$ cat config.mk
export PLATFORM = sky130hd
export DESIGN_NAME = rghc_ram
export DESIGN_NICKNAME = d
export VERILOG_FILES = /design/src/hw/rtl/rghc_ram.sv
export SDC_FILE = /design/constraint.sdc
export NUM_CORES = 2
export LEC_CHECK = 0
export ABC_AREA = 1
export BUFFER_PORTS_ARGS = -buffer_cell sky130_fd_sc_hd__buf_2
export CAP_MARGIN = 20
export CORE_MARGIN = 1
export CORE_UTILIZATION = 25
export CTS_CLUSTER_SIZE = 24
export DETAILED_ROUTE_END_ITERATION = 8
export GPL_TIMING_DRIVEN = 1
export PLACE_DENSITY = 0.48
export SLEW_MARGIN = 20
export SYNTH_ARGS = -nofsm -noshare
export SYNTH_HDL_FRONTEND = slang
export SYNTH_SLANG_ARGS = --single-unit
$ cat constraint.sdc
create_clock -name clk_i -period 10.24 [get_ports clk_i]
set_clock_uncertainty 0.15 [all_clocks]
set_input_delay 3.072 -clock clk_i [delete_from_list [all_inputs] [get_ports clk_i]]
set_output_delay 3.072 -clock clk_i [all_outputs]
set_load 0.005 [all_outputs]
$ cat src/hw/rtl/rghc_ram.sv
module rghc_ram #(
  parameter int unsigned Width = 64,
  parameter int unsigned Depth = 64,
  localparam int unsigned AddrW = (Depth > 1) ? $clog2(Depth) : 1
) (
  input  logic             clk_i,
  input  logic             we_i,
  input  logic [AddrW-1:0] waddr_i,
  input  logic [Width-1:0] wdata_i,
  input  logic [AddrW-1:0] raddr_i,
  output logic [Width-1:0] rdata_o
);

  logic [Width-1:0] mem_q [Depth];

  always_ff @(posedge clk_i) begin
    if (we_i) begin
      mem_q[waddr_i] <= wdata_i;
    end
    rdata_o <= mem_q[raddr_i];
  end

endmodule

==> impl_metrics.ini <==
[outcome]
outcome = completed

[critical_path]
end_kind = flip-flop
crit_required_ns = 10.72
crit_start = waddr_i[0]
critPathMaxFanout = 39
crit_path_end = mem_q[6][61]$_DFFE_PP_
timing.rr.end = rdata_o[54]$_DFF_P_
timing.rr.start = mem_q[25][54]$_DFFE_PP_
rr_worst_depth = 8
arrival_ns = 6.26
path_class = input port to flip-flop
r2r_setup_slack_ns = 8.39
cp-start-kind = input port

[clock_network]
clock_path_buffers = 4
clock-sinks = 4160
cts_buffers = 431
ctsResizeCount = 0
tritoncts = done
cts_setup_buffers = 0
ctsHoldBuffers = 0
cts-root-buf = clkbuf_16
htree_levels = 5
clock_latency_ns = 1.03
clk_pin_slew_ns = 0.06

[routing]
via_count = 107600
routed_wl_microns = 580500
drtIter0Drc = 10780
wl_per_cell_microns = 25.86
detail-route-antenna-nets = 0
drc = 0
avgViaCountPerCell = 4.793
drt_first_pass_iters = 6

[sta]
max_freq_mhz = 173.1
setup_viol = 0
relSlewSlack_pct = 18.75
rsz0062_at_grt = false
fin_crit_ns = 5.778
setup_tns_ns = 0
slew_violations = 0
tightest_slew_ns = 1.219
hold_viol = 0
finalCritPeriodShare_pct = 56.43
fin_hold_ws_ns = 0.6251

[pwr]
p_int_mw = 27.74
p_per_area_mw_per_mm2 = 191.6
power_frac_comb_pct = 5.7
vdd_drop_max_uv = 136.2
p_leak_nw = 64.23
power_switching_mw = 8.448
sequentialPowerShare_pct = 52.4
p_sw_share_pct = 23.34
p_clk_share_pct = 41.8

[final_layout]
most-common-layout-cells = nand2_1 (4,416), edfxtp_1 (4,096), nand3_1 (3,847)
final.fill_count = 67100
fin_area_sq_mm = 0.1889
nets = 13430
drive_above_1_share_pct = 7.723
final_common_cell = nand2_1
syn2layout_area_growth_pct = 14.29
post-route-util_pct = 28.69

[synth]
synthMuxAreaShare_pct = 0
syn_avg_cell_area_sq_um = 12.33
synth_warnings = 0
yosys.area_share.adder_pct = 0
synthCells = 13410
syn_area_sq_mm = 0.1653
synthSimpleGateAreaFrac_pct = 21.87
synth_xor_area_share_pct = 0
ys_seq_area_share_pct = 75.18
synth-compound-area-share_pct = 0
synth.distinct_cells = 16
ys_ff_latch = 4160
synth_top_family_by_area = simple AND/OR/NAND/NOR gates
syn-num-nets = 13480

[floorplan]
die_y_microns = 815.2
ioPinCount = 142
core_area_sq_mm = 0.6585
fp.dieW_microns = 815.2
placement_rows = 298
initial_core_util_pct = 25.10
die_area_sq_mm = 0.6645

[global_route]
overflow = 0
grt_pass1_wl_microns = 811900
track_usage_pct = 16.75
antenna_found_initial = 59
grt_pass1_vias = 101700
grt_max_degree = 182

[placed_design]
place.gp.congestion = 0.7506
io_buffer_count = 141
placed_area_sq_mm = 0.1753
dp.final_hpwl_microns = 289300

[worst_hold_path]
hold_class = flip-flop to flip-flop

[job]
maxCapViolations = 0
## area by class of cell
type	count	area, sq um	area share [%]
flip-flops and latches	4160	124300	65.78
multi-input cells	8336	36620	19.38
clock buffers	628	12040	6.374
well taps	8700	10890	5.762
repair buffers	413	3625	1.919
clock inverters	177	1320	0.6987
inverters	12	105.1	0.05563
diodes	21	52.55	0.02782
## cell usage after synthesis (all sizes together)
cell type / number / share of area [%]
nor4: 8 / 0.030
inv: 12 / 0.030
dfxtp: 64 / 0.78
nand2: 4416 / 10
buf: 750 / 2.6
clkbuf: 147 / 0.33
nand3: 3847 / 12
edfxtp: 4096 / 74
nand4: 9 / 0.034
nor2: 56 / 0.13
## registers in the layout (all words and copies together), names as in the netlist
register,flops
mem_q,4096
rdata_o,64
## stage by stage
| step | setup slack [ns] | std cells | power (mW) |
|---|---|---|---|
| after floorplan | -0.2638 | 13410 | 20.41 |
| after detailed placement | 3.430 | 21620 | 21.43 |
| after global routing | 4.459 | 22440 | 37.25 |
| after global placement | 3.452 | 21620 | 21.43 |
| after CTS | 4.519 | 22420 | 36.47 |
| final | 4.462 | 22450 | 36.19 |
## layer usage
metal	share of wire (%)	track usage (%)	up-vias
met4	3.3	5.130	16
met1	43	22.58	55390
met3	5.7	2.147	797
li1	-	-	47810
met5	0.019	0	-
met2	48	28.14	3579
## critical path: stages
cell     delay, ns
buf_2         0.20
inv_1         0.28
nand4_1       0.73
nor2_4        0.26
buf_4         0.79
buf_4         0.76
## cells by family (layout without fill, tap and decap cells)
kind of cell,count (synthesis),after routing
other,0,21
flip-flops,4160,4160
buffers and inverters,909,1230
AND/OR/NAND/NOR,8336,8336
## worst min-delay path by stage
| stage | from | end | depth (start not counted) |
|---|---|---|---|
| CTS | mem_q[52][2]$_DFFE_PP_ | rdata_o[2]$_DFF_P_ | 8 |
| global route | mem_q[54][2]$_DFFE_PP_ | rdata_o[2]$_DFF_P_ | 8 |
| global placement | mem_q[8][12]$_DFFE_PP_ | rdata_o[12]$_DFF_P_ | 8 |
| floorplan | mem_q[8][0]$_DFFE_PP_ | rdata_o[0]$_DFF_P_ | 8 |
| detailed placement | mem_q[8][40]$_DFFE_PP_ | rdata_o[40]$_DFF_P_ | 8 |
| finish | mem_q[54][2]$_DFFE_PP_ | rdata_o[2]$_DFF_P_ | 8 |
## power groups by stage
stage	clock [mW]	sequential (mW)	combinational, mW
after global routing	16.0	19.0	2.26
final	15.1	19.0	2.08
after global placement	0	19.4	2.08
after CTS	15.4	19.0	2.09
after detailed placement	0	19.4	2.08
after floorplan	0	19.2	1.16
No activity file was read; power rests on OpenSTA's default activity.
