==> config.mk <==
export PLATFORM = sky130hd
export DESIGN_NAME = rghc_pos
export DESIGN_NICKNAME = d
export VERILOG_FILES = /design/src/hw/rtl/rghc_pkg.sv /design/src/hw/rtl/rghc_pos.sv
export SDC_FILE = /design/constraint.sdc
export NUM_CORES = 1
export LEC_CHECK = 0
export ABC_AREA = 0
export BUFFER_PORTS_ARGS = -buffer_cell sky130_fd_sc_hd__buf_2
export CORE_UTILIZATION = 25
export CTS_BUF_LIST = sky130_fd_sc_hd__clkbuf_8
export CTS_CLUSTER_SIZE = 8
export DETAILED_ROUTE_END_ITERATION = 7
export GPL_TIMING_DRIVEN = 0
export PLACE_DENSITY = 0.53
export SLEW_MARGIN = 20
export SYNTH_ARGS = -nofsm -noshare
export SYNTH_HDL_FRONTEND = slang
export SYNTH_SLANG_ARGS = --single-unit
==> constraint.sdc <==
create_clock -name clk_i -period 7.9 [get_ports clk_i]
set_input_delay 1.58 -clock clk_i [delete_from_list [all_inputs] [get_ports clk_i]]
set_output_delay 1.58 -clock clk_i [all_outputs]
set_load 0.005 [all_outputs]
==> src/hw/rtl/rghc_pkg.sv <==
package rghc_pkg;

  // Default sizes
  localparam int unsigned MAX_COLUMNS_DEF  = 16;
  localparam int unsigned CHANNELS_DEF     = 64;
  localparam int unsigned COLUMN_WORDS_DEF = 128;

  // Fixed field widths
  localparam int unsigned RAW_W   = 16;
  localparam int unsigned DEC_W   = 14;
  localparam int unsigned GRAY_W  = 12;
  localparam int unsigned CHAN_W  = 6;
  localparam int unsigned COL_W   = 6;
  localparam int unsigned GAP_W   = 14;
  localparam int unsigned TOTAL_W = 32;
  localparam int unsigned SCA_W   = 5;
  localparam int unsigned CFG_W   = 14;
  localparam int unsigned CFG_IDX_W = 2;

  // Hit flag position in a decoded word
  localparam int unsigned HIT_BIT = 12;

  typedef enum logic [1:0] {
    FUNC_WORD  = 2'd0,
    FUNC_READ  = 2'd1,
    FUNC_CLEAR = 2'd2,
    FUNC_NOP   = 2'd3
  } func_e;

  typedef enum logic [CFG_IDX_W-1:0] {
    REG_FIRST_CH = 2'd0,
    REG_LAST_CH  = 2'd1,
    REG_GAP      = 2'd2,
    REG_SPARE    = 2'd3
  } reg_e;

  typedef enum logic [3:0] {
    S_IDLE  = 4'b0001,
    S_RD    = 4'b0010,
    S_WALK  = 4'b0100,
    S_DRAIN = 4'b1000
  } state_e;

  // What one readout word does to the stores
  typedef struct packed {
    logic             charge_hit;
    logic [COL_W-1:0] bmp_col;
    logic [CHAN_W-1:0] bit_idx;
    logic             close_a;
    logic [COL_W-1:0] col_a;
    logic             clean_a;
    logic             close_b;
  } op_t;

  // Gray to binary on the low 12 bits, raw bits 12 and 13 kept
  function automatic logic [DEC_W-1:0] gray_decode(input logic [RAW_W-1:0] raw);
    logic [GRAY_W-1:0] g;
    logic [GRAY_W-1:0] b;
    g = raw[GRAY_W-1:0];
    for (int i = 0; i < GRAY_W; i++) begin
      b[i] = ^(g >> i);
    end
    return {raw[DEC_W-1:GRAY_W], b};
  endfunction

endpackage

==> src/hw/rtl/rghc_pos.sv <==
module rghc_pos #(
  parameter int unsigned MaxColumns  = 16,
  parameter int unsigned Channels    = 64,
  parameter int unsigned ColumnWords = 128
) (
  input  logic                        clk_i,
  input  logic                        rst_ni,
  input  logic                        word_acc_i,
  input  logic [rghc_pkg::RAW_W-1:0]  raw_word_i,
  input  logic                        start_req_i,
  input  logic [rghc_pkg::SCA_W-1:0]  sca_count_i,
  input  logic [rghc_pkg::GAP_W-1:0]  gap_i,
  output logic [rghc_pkg::DEC_W-1:0]  dec_o,
  output rghc_pkg::op_t               op_o
);
  import rghc_pkg::*;

  localparam int unsigned KW = $clog2(MaxColumns + 2);
  localparam int unsigned WW = (ColumnWords > 1) ? $clog2(ColumnWords) : 1;

  // position as column index and word index
  logic [KW-1:0]    k_q, k_d, k_cur;
  logic [WW-1:0]    w_q, w_d, w_cur;
  logic [DEC_W-1:0] prev_q, prev_d;

  logic [6:0] n_c;
  logic [8:0] w_ext;
  logic       charge, bcid;
  logic [6:0] col_chg;
  logic [8:0] col_bcid;
  logic [8:0] bit_full;
  logic signed [DEC_W+1:0] diff;

  assign dec_o = gray_decode(raw_word_i);

  always_comb begin
    n_c = ({2'b00, sca_count_i} > 7'(MaxColumns)) ? 7'(MaxColumns) : {2'b00, sca_count_i};
    k_cur = start_req_i ? '0 : k_q;
    w_cur = start_req_i ? '0 : w_q;
    w_ext = 9'(w_cur);

    charge = 7'(k_cur) < n_c;
    bcid   = (7'(k_cur) == n_c) && (w_ext < {2'b00, n_c});

    col_chg  = n_c - 7'd1 - 7'(k_cur);
    col_bcid = {2'b00, n_c} - 9'd1 - w_ext;
    bit_full = 9'(Channels - 1) - w_ext;

    // signed BCID step against the gap
    diff = $signed({2'b00, prev_q}) - $signed({2'b00, dec_o});

    op_o.charge_hit = charge && (w_ext < 9'(Channels)) && dec_o[HIT_BIT];
    op_o.bmp_col    = col_chg[COL_W-1:0];
    op_o.bit_idx    = bit_full[CHAN_W-1:0];
    op_o.close_a    = bcid && (w_cur != '0);
    op_o.col_a      = col_bcid[COL_W-1:0] + COL_W'(1);
    op_o.clean_a    = diff >= $signed({2'b00, gap_i});
    op_o.close_b    = bcid && (col_bcid == 9'd0);
  end

  // position advance, stops past the last BCID word
  always_comb begin
    k_d    = k_q;
    w_d    = w_q;
    prev_d = prev_q;
    if (word_acc_i) begin
      k_d    = k_cur;
      w_d    = w_cur;
      prev_d = start_req_i ? '0 : prev_q;
      if (charge || bcid) begin
        if (w_cur == WW'(ColumnWords - 1)) begin
          w_d = '0;
          k_d = k_cur + KW'(1);
        end else begin
          w_d = w_cur + WW'(1);
        end
      end
      if (bcid) begin
        prev_d = dec_o;
      end
    end
  end

  always_ff @(posedge clk_i or negedge rst_ni) begin
    if (!rst_ni) begin
      k_q    <= '0;
      w_q    <= '0;
      prev_q <= '0;
    end else begin
      k_q    <= k_d;
      w_q    <= w_d;
      prev_q <= prev_d;
    end
  end

endmodule

==> summary.txt <==
Logic synthesis
  • Predominant post-synthesis flop cell: dfrtp_1
  • Synth Area in XOR/XNOR: 0.140
  • Post-synth EDFFs: 0
  • Most frequent cell after synthesis: inv_1
  • Syn nets: 519
  • Synth Area in Compound Gates: 0.181
  • Seq/Total Area, Yosys: 0.189
  • Post-Syn Instances: between 400 and 500
  • Post-synthesis sequential element count: 26
  • Synth unique cells: slightly above 60
  • Largest family of logic cells by synthesized area: adder cells
  • Mapped Avg Cell Area: slightly above 8 µm²
  • Async set or reset register ratio after synthesis: 1.00
  • Post-synth top cells: 56 x inv_1, 50 x ha_1, 35 x nand2_1
  • Synth Warn #: 0
  • Mapped Area: about 3400 µm²
  • Simple-Gate Fraction of Synth Area: 0.173
  • Yosys top cell by area: dfrtp_1
  • Top cells by area, synth: dfrtp_1 19%, ha_1 18%, xnor2_1 6.6%
  • Fraction of synthesized area in multiplexers: 0.0237
  • Area share of the largest cell type after synthesis: 0.189
  • Adder-Cell Fraction of Synth Area: 0.209

Floorplanning
  • Num rows: 42
  • IO Pins: 75
  • Initial core utilization: 0.257
  • Die area: approximately 14000 µm²
  • Core ar.: between 10000 and 15000 µm²
  • DIE WIDTH: between 100 and 150 µm
  • Die Ht: 119 µm

Place
  • RD Place Congestion: between 0.8 and 0.9
  • Post-place setup slack: -1030 ps
  • IO Port Bufs: 72
  • Placed Cells: a little under 700
  • Post-DP HPWL: around 7000 µm
  • Cell Area, Placed: about 4000 µm²

Drt
  • DRC viols: 0
  • Initial DRC Count: 97
  • TritonRoute pass-1 iters: 4
  • Via count: 3205
  • WL/cell: ~13 µm
  • Vias per inst: approximately 4.6
  • Antenna Nets Post-Route: 0
  • Drt total wl: 8850 µm

Power and ir drop
  • Total Power: 964 µW
  • VDD IR max: roughly 0.079 mV
  • Internal Power: roughly 550 µW
  • Pwr/cell area: between 200 and 250 nW/µm²
  • Clock share of power: 0.113
  • Leak pwr: about 2.3 nW
  • Seq pwr share: 0.178
  • Logic gate share of total power: 0.708
  • Sw Pwr: between 400 and 500 µW
  • Switching Share: 0.425

Setup path
  • Maximum fanout along the worst path: 3
  • CP required: between 6000 and 7000 ps
  • Worst EP arrival: around 6500 ps
  • Crit path launch type: primary input
  • Worst setup path category: primary input to output pin
  • CP endpoint kind: output pin

Run
  • Maxcap violations: 0

GRT
  • Antenna violations before repair: 0
  • Vias in the first global route: roughly 3200
  • First-pass GRT wire length: 14800 µm
  • Largest net degree at the start of global routing: 27
  • Total GRT Usage: 0.128
  • Grt total ovfl: 0

Final layout
  • P&R area growth vs syn: 29.2%
  • Layout cell share with drive strength beyond 1: 0.267
  • Inserted Diodes: 0
  • Non-Filler Cell Area, Final: between 4000 and 5000 µm²
  • Layout Utilization: 0.333
  • Net count, final: just over 600
  • FILL cells: around 1400
  • Final std cells w/o fill: 700

STA
  • Setup violators final: 1
  • Final hold vios: 0
  • Hold_ws: 498 ps
  • Minimum clock period: 8040 ps
  • Skew final: roughly 8.5 ps
  • Worst Tran Pin Value: roughly 720 ps
  • Post-route setup slack: -138 ps
  • Final worst-path cycle share: 1.02
  • Slew headroom: 0.513
  • RSZ-0062 raised after global routing: true
  • Final Max Tran Viols: 0
  • Setup TNS: -138 ps
  • F_max: 124 MHz

CTS
  • Clock sink count: 26
  • H-Tree Depth: 1
  • CTS tree: built
  • Clk buf depth: 2
  • Clk slew on worst S/H paths: roughly 80 ps
  • CTS buffer count: 3
  • Worst skew pair latency: about 270 ps
  • Clk root buf: clkbuf_8
  • Post-CTS Hold Fix Bufs: 0

Outcome
  • Status: finished, violations left
  • Failing checks: setup timing

Worst hold path
  • Hold WC Path Type: flip-flop to flip-flop
[routing by layer]
metal  track usage  vias up  wire length (µm)
li1              -     1645                 -
met4        0.0388        0               200
met2         0.225       79              4230
met3       0.00814       12               318
met5             0        -                 0
met1         0.166     1469              4100
[registers in the layout, indices dropped and copies added (netlist names)]
register,flops
k_q,5
prev_q,14
w_q,7
[cell usage in the layout (no fill, tap or decap), types with 3 or more instances in the layout]
master,n
buf_2,70
inv_1,55
ha_1,48
nand2_1,35
o21ai_0,29
nor2_1,28
dfrtp_1,26
xnor2_1,24
buf_4,23
nand2b_1,19
a21oi_1,18
xor2_1,13
nand3_1,11
clkbuf_1,9
nor2b_1,7
mux2i_1,7
a21o_1,6
nand4_1,5
o2bb2ai_1,5
buf_6,4
xor2_4,3
nor2_2,3
or3_1,3
o21a_1,3
a22o_1,3
clkbuf_8,3
[area by class of cell]
| type | instances | area (µm²) | area share |
|---|---|---|---|
| Multi-Input combinational cell | 328 | 2660 | 0.600 |
| Sequential cell | 26 | 651 | 0.147 |
| Timing Repair Buffer | 93 | 541 | 0.122 |
| Inverter | 59 | 226 | 0.0510 |
| Tap cell | 176 | 220 | 0.0496 |
| Buffer | 14 | 66.3 | 0.0149 |
| Clock buffer | 3 | 41.3 | 0.00930 |
| Clock inverter | 1 | 30.0 | 0.00676 |
[critical path: stages]
cell and delay [ps]:
buf_6 70, xnor3_4 540, xor2_4 240, inv_4 80, xnor2_4 200, inv_4 70, xor2_4 240, xnor2_4 180
xor2_4 220, xnor2_2 90, ha_2 200, inv_2 50, fa_2 230, nor2_2 50, maj3_2 360, nor2_2 180
o21ai_1 160, o41ai_2 450, xor2_1 210, ha_1 270, nor2_1 140, nor2_2 60, buf_4 130, a221oi_2 220
a21oi_1 90, buf_2 130
[path summary, 6_finish.rpt]
check / start / end / slack, ps / cells after the start
max: raw_word_i[10] / op_o[1] / -140 / 26
min: prev_q[12] / prev_q[12] / 500 / 2
max reg2reg: w_q[1] / k_q[4] / 4420 / 13
min reg2reg: prev_q[12] / prev_q[12] / 500 / 2
max in group asynchronous: rst_ni / prev_q[10] / 6200 / 1
min in group asynchronous: rst_ni / k_q[0] / 1300 / 1
[kinds of logic after synthesis]
group           Yosys count
simple gates            124
flops                    26
buf+inv                  73
compound gates           95
fa+ha+maj                56
mux                       8
xor+xnor                 45
[power by group through the flow]
stage	sequential, mW	clock, mW	combinational [mW]
finish	0.172	0.109	0.683
global route	0.175	0.119	0.765
CTS	0.170	0.114	0.660
detailed placement	0.172	0	0.559
global placement	0.172	0	0.550
floorplan	0.167	0	0.411
[repair_timing]
item,in CTS,in global routing
pin swaps,34,28
setup endpoints to repair,1,1
buffers inserted,17,4
resized for setup,28,9
(Power assumes the default switching activity.)
